[src/rtl/mlfs_pkg.sv]
// ----------------------------------------------------------------------------
// mlfs_pkg
// shared types and codes for the multilevel feedback scheduler
// ----------------------------------------------------------------------------
package mlfs_pkg;

  localparam int SLOTS_DEF     = 16;
  localparam int MAX_LEVEL_DEF = 15;

  localparam int TASK_W  = 8;
  localparam int USED_W  = 16;
  localparam int STAMP_W = 32;

  // action codes
  localparam logic [1:0] ACT_ADD = 2'd0;
  localparam logic [1:0] ACT_RUN = 2'd1;
  localparam logic [1:0] ACT_POP = 2'd2;

  // status codes
  localparam logic [1:0] STAT_OK    = 2'd0;
  localparam logic [1:0] STAT_EMPTY = 2'd1;
  localparam logic [1:0] STAT_FULL  = 2'd2;

  // slot update commands
  localparam logic [1:0] CMD_NONE = 2'd0;
  localparam logic [1:0] CMD_ADD  = 2'd1;
  localparam logic [1:0] CMD_RUN  = 2'd2;
  localparam logic [1:0] CMD_POP  = 2'd3;

  typedef struct packed {
    logic [1:0]         action;
    logic [TASK_W-1:0]  task_id;
    logic               head_finishes;
    logic [STAMP_W-1:0] now;
  } request_t;

  typedef struct packed {
    logic [TASK_W-1:0] chosen_id;
    logic [1:0]        status;
    logic [TASK_W-1:0] head_id;
    logic              table_empty;
  } result_t;

  // update broadcast to the slot cells
  typedef struct packed {
    logic [1:0]         op;
    logic [TASK_W-1:0]  task_id;
    logic               finishes;
    logic [STAMP_W-1:0] now;
  } cell_cmd_t;

  // fixed-width part of the scan token passed along the cells
  typedef struct packed {
    logic               head_found;
    logic               free_found;
    logic [TASK_W-1:0]  head_task;
    logic [STAMP_W-1:0] head_stamp;
  } scan_fix_t;

endpackage

[src/rtl/mlfs_cell.sv]
// ----------------------------------------------------------------------------
// mlfs_cell
// one task slot plus one stage of the head / free-slot scan chain
// ----------------------------------------------------------------------------
module mlfs_cell
  import mlfs_pkg::*;
#(
  parameter int SLOTS     = SLOTS_DEF,
  parameter int MAX_LEVEL = MAX_LEVEL_DEF,
  parameter int INDEX     = 0,
  localparam int IDX_W    = $clog2(SLOTS),
  localparam int LVL_W    = $clog2(MAX_LEVEL + 1)
) (
  input  logic             clk,
  input  logic             rst,
  input  cell_cmd_t        cmd,
  input  logic [IDX_W-1:0] target,
  input  scan_fix_t        scan_in,
  input  logic [IDX_W-1:0] scan_in_head_idx,
  input  logic [LVL_W-1:0] scan_in_head_level,
  input  logic [IDX_W-1:0] scan_in_free_idx,
  output scan_fix_t        scan_out,
  output logic [IDX_W-1:0] scan_out_head_idx,
  output logic [LVL_W-1:0] scan_out_head_level,
  output logic [IDX_W-1:0] scan_out_free_idx
);

  logic               valid;
  logic [TASK_W-1:0]  task_id;
  logic [LVL_W-1:0]   level;
  logic [USED_W-1:0]  used;
  logic [STAMP_W-1:0] stamp;

  logic               sel;
  logic [USED_W-1:0]  used_inc;
  logic [7:0]         level_ext;
  logic               quantum_done;
  logic               better;

  assign sel       = (cmd.op != CMD_NONE) && (target == IDX_W'(INDEX));
  assign used_inc  = (used != {USED_W{1'b1}}) ? used + USED_W'(1) : used;
  assign level_ext = 8'(level);
  // quantum is 2^level; beyond 2^16 the saturated counter never gets there
  assign quantum_done = (level_ext <= 8'd16) &&
                        ({1'b0, used_inc} >= ((USED_W+1)'(1) << level));

  always_ff @(posedge clk) begin
    if (rst) begin
      valid <= 1'b0;
    end else if (sel) begin
      case (cmd.op)
        CMD_ADD: begin
          valid   <= 1'b1;
          task_id <= cmd.task_id;
          level   <= '0;
          used    <= '0;
          stamp   <= cmd.now;
        end
        CMD_POP: begin
          valid <= 1'b0;
        end
        CMD_RUN: begin
          if (!cmd.finishes) begin
            if (quantum_done) begin
              if (level != LVL_W'(MAX_LEVEL)) begin
                level <= level + LVL_W'(1);
              end
              used  <= '0;
              stamp <= cmd.now;
            end else begin
              used <= used_inc;
            end
          end
        end
        default: begin
        end
      endcase
    end
  end

  // strict compare keeps the lower slot on equal keys
  assign better = valid && (!scan_in.head_found ||
                            (level < scan_in_head_level) ||
                            ((level == scan_in_head_level) &&
                             (stamp < scan_in.head_stamp)));

  always_ff @(posedge clk) begin
    if (better) begin
      scan_out.head_found <= 1'b1;
      scan_out.head_task  <= task_id;
      scan_out.head_stamp <= stamp;
      scan_out_head_idx   <= IDX_W'(INDEX);
      scan_out_head_level <= level;
    end else begin
      scan_out.head_found <= scan_in.head_found;
      scan_out.head_task  <= scan_in.head_task;
      scan_out.head_stamp <= scan_in.head_stamp;
      scan_out_head_idx   <= scan_in_head_idx;
      scan_out_head_level <= scan_in_head_level;
    end
    if (!scan_in.free_found && !valid) begin
      scan_out.free_found <= 1'b1;
      scan_out_free_idx   <= IDX_W'(INDEX);
    end else begin
      scan_out.free_found <= scan_in.free_found;
      scan_out_free_idx   <= scan_in_free_idx;
    end
  end

endmodule

[src/rtl/multilevel_feedback_scheduler_core.sv]
// ----------------------------------------------------------------------------
// multilevel_feedback_scheduler_core
// multilevel feedback scheduler over a row of task slot cells
// ----------------------------------------------------------------------------
//   channel   direction  payload     handshake
//   request   in         request_t   request_valid / request_stall
//   result    out        result_t    result_valid / result_stall
//
// an item is handled in order: transfer and update the target slot, let the
// scan token walk the cell chain, one register per slot, then post the result.
// the scan chain has one cell per slot.
// rst is synchronous; after it the table is empty and the first free slot is 0.
// a stalled result waits in its register; the next request transfers meanwhile.
module multilevel_feedback_scheduler_core
  import mlfs_pkg::*;
#(
  parameter int SLOTS     = SLOTS_DEF,
  parameter int MAX_LEVEL = MAX_LEVEL_DEF
) (
  input  logic     clk,
  input  logic     rst,
  input  logic     request_valid,
  output logic     request_stall,
  input  request_t request,
  output logic     result_valid,
  input  logic     result_stall,
  output result_t  result
);

  localparam int IDX_W = $clog2(SLOTS);
  localparam int LVL_W = $clog2(MAX_LEVEL + 1);
  localparam int CNT_W = $clog2(SLOTS);

  localparam logic [1:0] ST_IDLE = 2'd0;
  localparam logic [1:0] ST_SCAN = 2'd1;
  localparam logic [1:0] ST_DONE = 2'd2;

  logic [1:0]       state;
  logic [CNT_W-1:0] cnt;

  // head and free slot as of the last completed scan
  logic              head_found;
  logic [IDX_W-1:0]  head_idx;
  logic [TASK_W-1:0] head_task;
  logic              free_found;
  logic [IDX_W-1:0]  free_idx;

  // per-item result fields known at transfer time
  logic [TASK_W-1:0] chosen;
  logic [1:0]        status;

  logic              take;
  logic              post;
  cell_cmd_t         cmd;
  logic [IDX_W-1:0]  target;
  logic [TASK_W-1:0] chosen_next;
  logic [1:0]        status_next;

  // scan chain wiring, entry 0 is the empty token
  scan_fix_t        chain       [SLOTS+1];
  logic [IDX_W-1:0] chain_hidx  [SLOTS+1];
  logic [LVL_W-1:0] chain_level [SLOTS+1];
  logic [IDX_W-1:0] chain_fidx  [SLOTS+1];

  assign chain[0]       = '0;
  assign chain_hidx[0]  = '0;
  assign chain_level[0] = '0;
  assign chain_fidx[0]  = '0;

  assign request_stall = (state != ST_IDLE);
  assign take          = request_valid && !request_stall;
  // result register frees up when empty or when its transfer happens now
  assign post          = (state == ST_DONE) && (!result_valid || !result_stall);

  // decode the request against the stored head and free slot
  always_comb begin
    cmd.op       = CMD_NONE;
    cmd.task_id  = request.task_id;
    cmd.finishes = request.head_finishes;
    cmd.now      = request.now;
    target       = head_idx;
    chosen_next  = '0;
    status_next  = STAT_OK;
    case (request.action)
      ACT_ADD: begin
        target = free_idx;
        if (free_found) begin
          cmd.op = CMD_ADD;
        end else begin
          status_next = STAT_FULL;
        end
      end
      ACT_RUN: begin
        if (head_found) begin
          cmd.op      = CMD_RUN;
          chosen_next = head_task;
        end else begin
          status_next = STAT_EMPTY;
        end
      end
      ACT_POP: begin
        if (head_found) begin
          cmd.op      = CMD_POP;
          chosen_next = head_task;
        end else begin
          status_next = STAT_EMPTY;
        end
      end
      default: begin
      end
    endcase
    // only an accepted request touches the table
    if (!take) begin
      cmd.op = CMD_NONE;
    end
  end

  for (genvar i = 0; i < SLOTS; i++) begin : g_cell
    mlfs_cell #(
      .SLOTS     (SLOTS),
      .MAX_LEVEL (MAX_LEVEL),
      .INDEX     (i)
    ) u_cell (
      .clk                 (clk),
      .rst                 (rst),
      .cmd                 (cmd),
      .target              (target),
      .scan_in             (chain[i]),
      .scan_in_head_idx    (chain_hidx[i]),
      .scan_in_head_level  (chain_level[i]),
      .scan_in_free_idx    (chain_fidx[i]),
      .scan_out            (chain[i+1]),
      .scan_out_head_idx   (chain_hidx[i+1]),
      .scan_out_head_level (chain_level[i+1]),
      .scan_out_free_idx   (chain_fidx[i+1])
    );
  end

  // sequencer: transfer, walk the chain, post
  always_ff @(posedge clk) begin
    if (rst) begin
      state <= ST_IDLE;
      cnt   <= '0;
    end else begin
      case (state)
        ST_IDLE: begin
          if (take) begin
            state <= ST_SCAN;
            cnt   <= '0;
          end
        end
        ST_SCAN: begin
          // last cell register loads on this edge
          if (cnt == CNT_W'(SLOTS - 1)) begin
            state <= ST_DONE;
          end else begin
            cnt <= cnt + CNT_W'(1);
          end
        end
        ST_DONE: begin
          if (post) begin
            state <= ST_IDLE;
          end
        end
        default: begin
          state <= ST_IDLE;
        end
      endcase
    end
  end

  always_ff @(posedge clk) begin
    if (take) begin
      chosen <= chosen_next;
      status <= status_next;
    end
  end

  // scan outcome becomes the stored head / free slot for the next request
  always_ff @(posedge clk) begin
    if (rst) begin
      head_found <= 1'b0;
      head_idx   <= '0;
      head_task  <= '0;
      free_found <= 1'b1;
      free_idx   <= '0;
    end else if (post) begin
      head_found <= chain[SLOTS].head_found;
      head_idx   <= chain_hidx[SLOTS];
      head_task  <= chain[SLOTS].head_task;
      free_found <= chain[SLOTS].free_found;
      free_idx   <= chain_fidx[SLOTS];
    end
  end

  // output register
  always_ff @(posedge clk) begin
    if (rst) begin
      result_valid <= 1'b0;
    end else if (post) begin
      result_valid <= 1'b1;
    end else if (!result_stall) begin
      result_valid <= 1'b0;
    end
  end

  always_ff @(posedge clk) begin
    if (post) begin
      result.chosen_id   <= chosen;
      result.status      <= status;
      result.head_id     <= chain[SLOTS].head_found ? chain[SLOTS].head_task : '0;
      result.table_empty <= !chain[SLOTS].head_found;
    end
  end

endmodule

[config.mk]
export PLATFORM = sky130hd
export DESIGN_NAME = multilevel_feedback_scheduler_core
export DESIGN_NICKNAME = d
export VERILOG_FILES = /design/src/rtl/mlfs_pkg.sv /design/src/rtl/mlfs_cell.sv /design/src/rtl/multilevel_feedback_scheduler_core.sv
export SDC_FILE = /design/constraint.sdc
export NUM_CORES = 2
export LEC_CHECK = 0
export BUFFER_PORTS_ARGS = -buffer_cell sky130_fd_sc_hd__buf_4
export CAP_MARGIN = 20
export CORE_ASPECT_RATIO = 2
export CORE_MARGIN = 2
export CORE_UTILIZATION = 61
export CTS_BUF_LIST = sky130_fd_sc_hd__clkbuf_16
export DETAILED_ROUTE_END_ITERATION = 8
export GPL_TIMING_DRIVEN = 0
export PLACE_DENSITY_LB_ADDON = 0.2
export SYNTH_ARGS = -nofsm -noshare
export SYNTH_HDL_FRONTEND = slang
export SYNTH_HIERARCHICAL = 1
export SYNTH_SLANG_ARGS = --single-unit
[constraint.sdc]
create_clock -name clk -period 11.4 [get_ports clk]
set_input_delay 2.85 -clock clk [delete_from_list [all_inputs] [get_ports clk]]
set_output_delay 2.85 -clock clk [all_outputs]
set_load 0.01 [all_outputs]
==> reports/qor.yml <==
place:
  dpl.hpwl_um: 161000
  gp_congestion: 0.900
  io_buffers: 67
  dp_cells: 9512
drt:
  firstDrtPassIters: 7
  ant_nets: 0
  num_vias: 57100
  wire_per_inst_um: 21.4
  drt_wl_total_um: 210000
  via_per_inst: 5.82
  drtIter0Drc: 3113
  drt_drc_violations_left: 0
die:
  dieWidth_um: 274
  coreArea_sq_um: 145000
  die_h_um: 544
  ioPinCount: 68
  rows: 198
  dieArea_sq_um: 149000
  initial_core_util_pct: 61.2
sta:
  tightest_slew_ps: 1150
  max_freq_mhz: 141
  period_share_pct: 62.0
  fin_crit_ps: 7070
  drv_slew: 0
  rsz0062_at_grt: "false"
  timing.setup.tns_ps: 0
  setup_viol_count_final: 0
  clock_skew_ps: 62.2
  hold_viol: 0
  fin_hold_ws_ps: 382
  relSlewSlack_pct: 22.7
grt:
  grt_pass1_vias: 60500
  overflow: 0
  track_usage_pct: 28.2
  grt_max_degree: 48
  grt_pass1_wl_um: 324000
  antenna_found_initial: 3
clock_tree:
  numCtsBuffers: 166
  postCtsSetupBuffers: 0
  cts_hold_buf: 0
  path_clk_slew_ps: 60
  clock_sinks: 1858
  cts_tree: "built"
  post_cts_resize_count: 0
  h-tree-depth: 4
  clockBufferDepth: 4
  clockRootBuffer: "clkbuf_16"
  clk_latency_ps: 820
cells_and_area:
  fillerInstances: 10900
  drive_gt1_share_pct: 14.0
  layout_common_cells: "edfxtp_1 (989), ha_1 (933), dfxtp_1 (869)"
  syn_to_final_growth_pct: 10.2
  fin_nets: 8762
  stdcell_count: 9814
  layout_commonest_cell: "edfxtp_1"
setup_path:
  critPathBufInv: 8
  path_delay_family: "simple AND/OR/NAND/NOR gates"
  rrSetupSlack_ps: 5790
  cp_common_cell: "buf_6"
  crit_arrival_ps: 7470
  crit_chain: "buf_4, inv_1, ha_1, a22oi_1, nor3_2, buf_8, buf_6, buf_6, buf_6, buf_6, nand2b_1, a2111oi_0, o21ai_1, clkbuf_1, and2_2"
  end_kind: "flop"
  r2r_cells: 15
  cp_max_fo: 32
  cp.required_ps: 11800
  timing.rr.start: "g_cell[8].u_cell/used[0]"
  worst-setup-path-type: "input pin to flop"
  slowest_stage: "and2_2"
  r2r-end: "g_cell[8].u_cell/stamp[9]"
  crit_path_start_kind: "input pin"
  slowest_delay_ps: 800
outcome:
  outcome: "finished clean"
synth:
  synth.avg_cell_area_sq_um: 12.0
  ys_warn_count: 6
  netlist_area_sq_um: 88800
  synthCells: 7422
worst_hold_path:
  min_to: "g_cell[4].u_cell/scan_out_free_idx[2]"
  worstHoldPathCells: 1
  holdCritPathClass: "flop to flop"
  hold_start: "g_cell[3].u_cell/scan_out_free_idx[2]"
power:
  cellLeakagePower_uw: 0.0405
  ir_drop_mv: 0.152
  powerDensity_nw_per_um2: 138
flow_run:
  drv_cap: 0
worst max path at each step:
stage | startpoint | to | slack (ps) | depth (start not counted)
final | request[42] | g_cell[2].u_cell/stamp[18] | 4330 | 15
after global routing | request[42] | g_cell[2].u_cell/stamp[18] | 4180 | 15
after CTS | request[41] | g_cell[2].u_cell/stamp[18] | 4420 | 15
after detailed placement | request[41] | g_cell[2].u_cell/stamp[11] | 3630 | 15
after global placement | request_valid | g_cell[13].u_cell/stamp[8] | -3690 | 7
after floorplan | request_valid | g_cell[11].u_cell/stamp[0] | 2200 | 6
registers in the layout, summed over array words and instances (netlist names), 16 cells and up:
| register | flops |
|---|---|
| result | 19 |
| g_cell.u_cell/stamp | 512 |
| g_cell.u_cell/level | 64 |
| g_cell.u_cell/valid | 16 |
| g_cell.u_cell/scan_out | 640 |
| g_cell.u_cell/scan_out_head_level | 60 |
| g_cell.u_cell/used | 256 |
| g_cell.u_cell/task_id | 128 |
| g_cell.u_cell/scan_out_free_idx | 64 |
| g_cell.u_cell/scan_out_head_idx | 64 |
routing by layer:
metal  wire (um)  vias to the layer above  track usage (%)
li1            -                    27300                -
met1       71900                    27700             27.3
met2      115000                     1325             54.8
met3        7670                      739             3.35
met4       15800                        0             18.9
met5           0                        -                0
through the flow:
step | setup slack, ps | instance area, sq um | total power, uW | util (%)
2_1_floorplan | 2200 | 89200 | 7830 | -
5_1_grt | 4180 | 97900 | 13900 | 67.4
3_5_place_dp | 3630 | 92500 | 8110 | 63.7
3_3_place_gp | -3690 | 92100 | 8080 | 63.4
4_1_cts | 4420 | 97900 | 13600 | 67.4
6_report | 4330 | 97900 | 13500 | 67.4
final cells by class:
| cell class | count | area (sq um) | area share, % |
|---|---|---|---|
| multi-input cells | 4803 | 38500 | 39.3 |
| diodes | 3 | 7.51 | 0.00767 |
| well taps | 1900 | 2380 | 2.43 |
| repair buffers | 103 | 898 | 0.918 |
| plain buffers | 174 | 1140 | 1.17 |
| flip-flops and latches | 1858 | 47100 | 48.1 |
| clock buffers | 177 | 4430 | 4.52 |
| clock inverters | 120 | 915 | 0.934 |
| inverters | 676 | 2540 | 2.59 |
where the power goes:
group | switching [uW] | internal (uW)
clock network | 2420 | 3120
registers | 99.9 | 7220
logic | 370 | 289
Power figures use the tool's default switching activity.
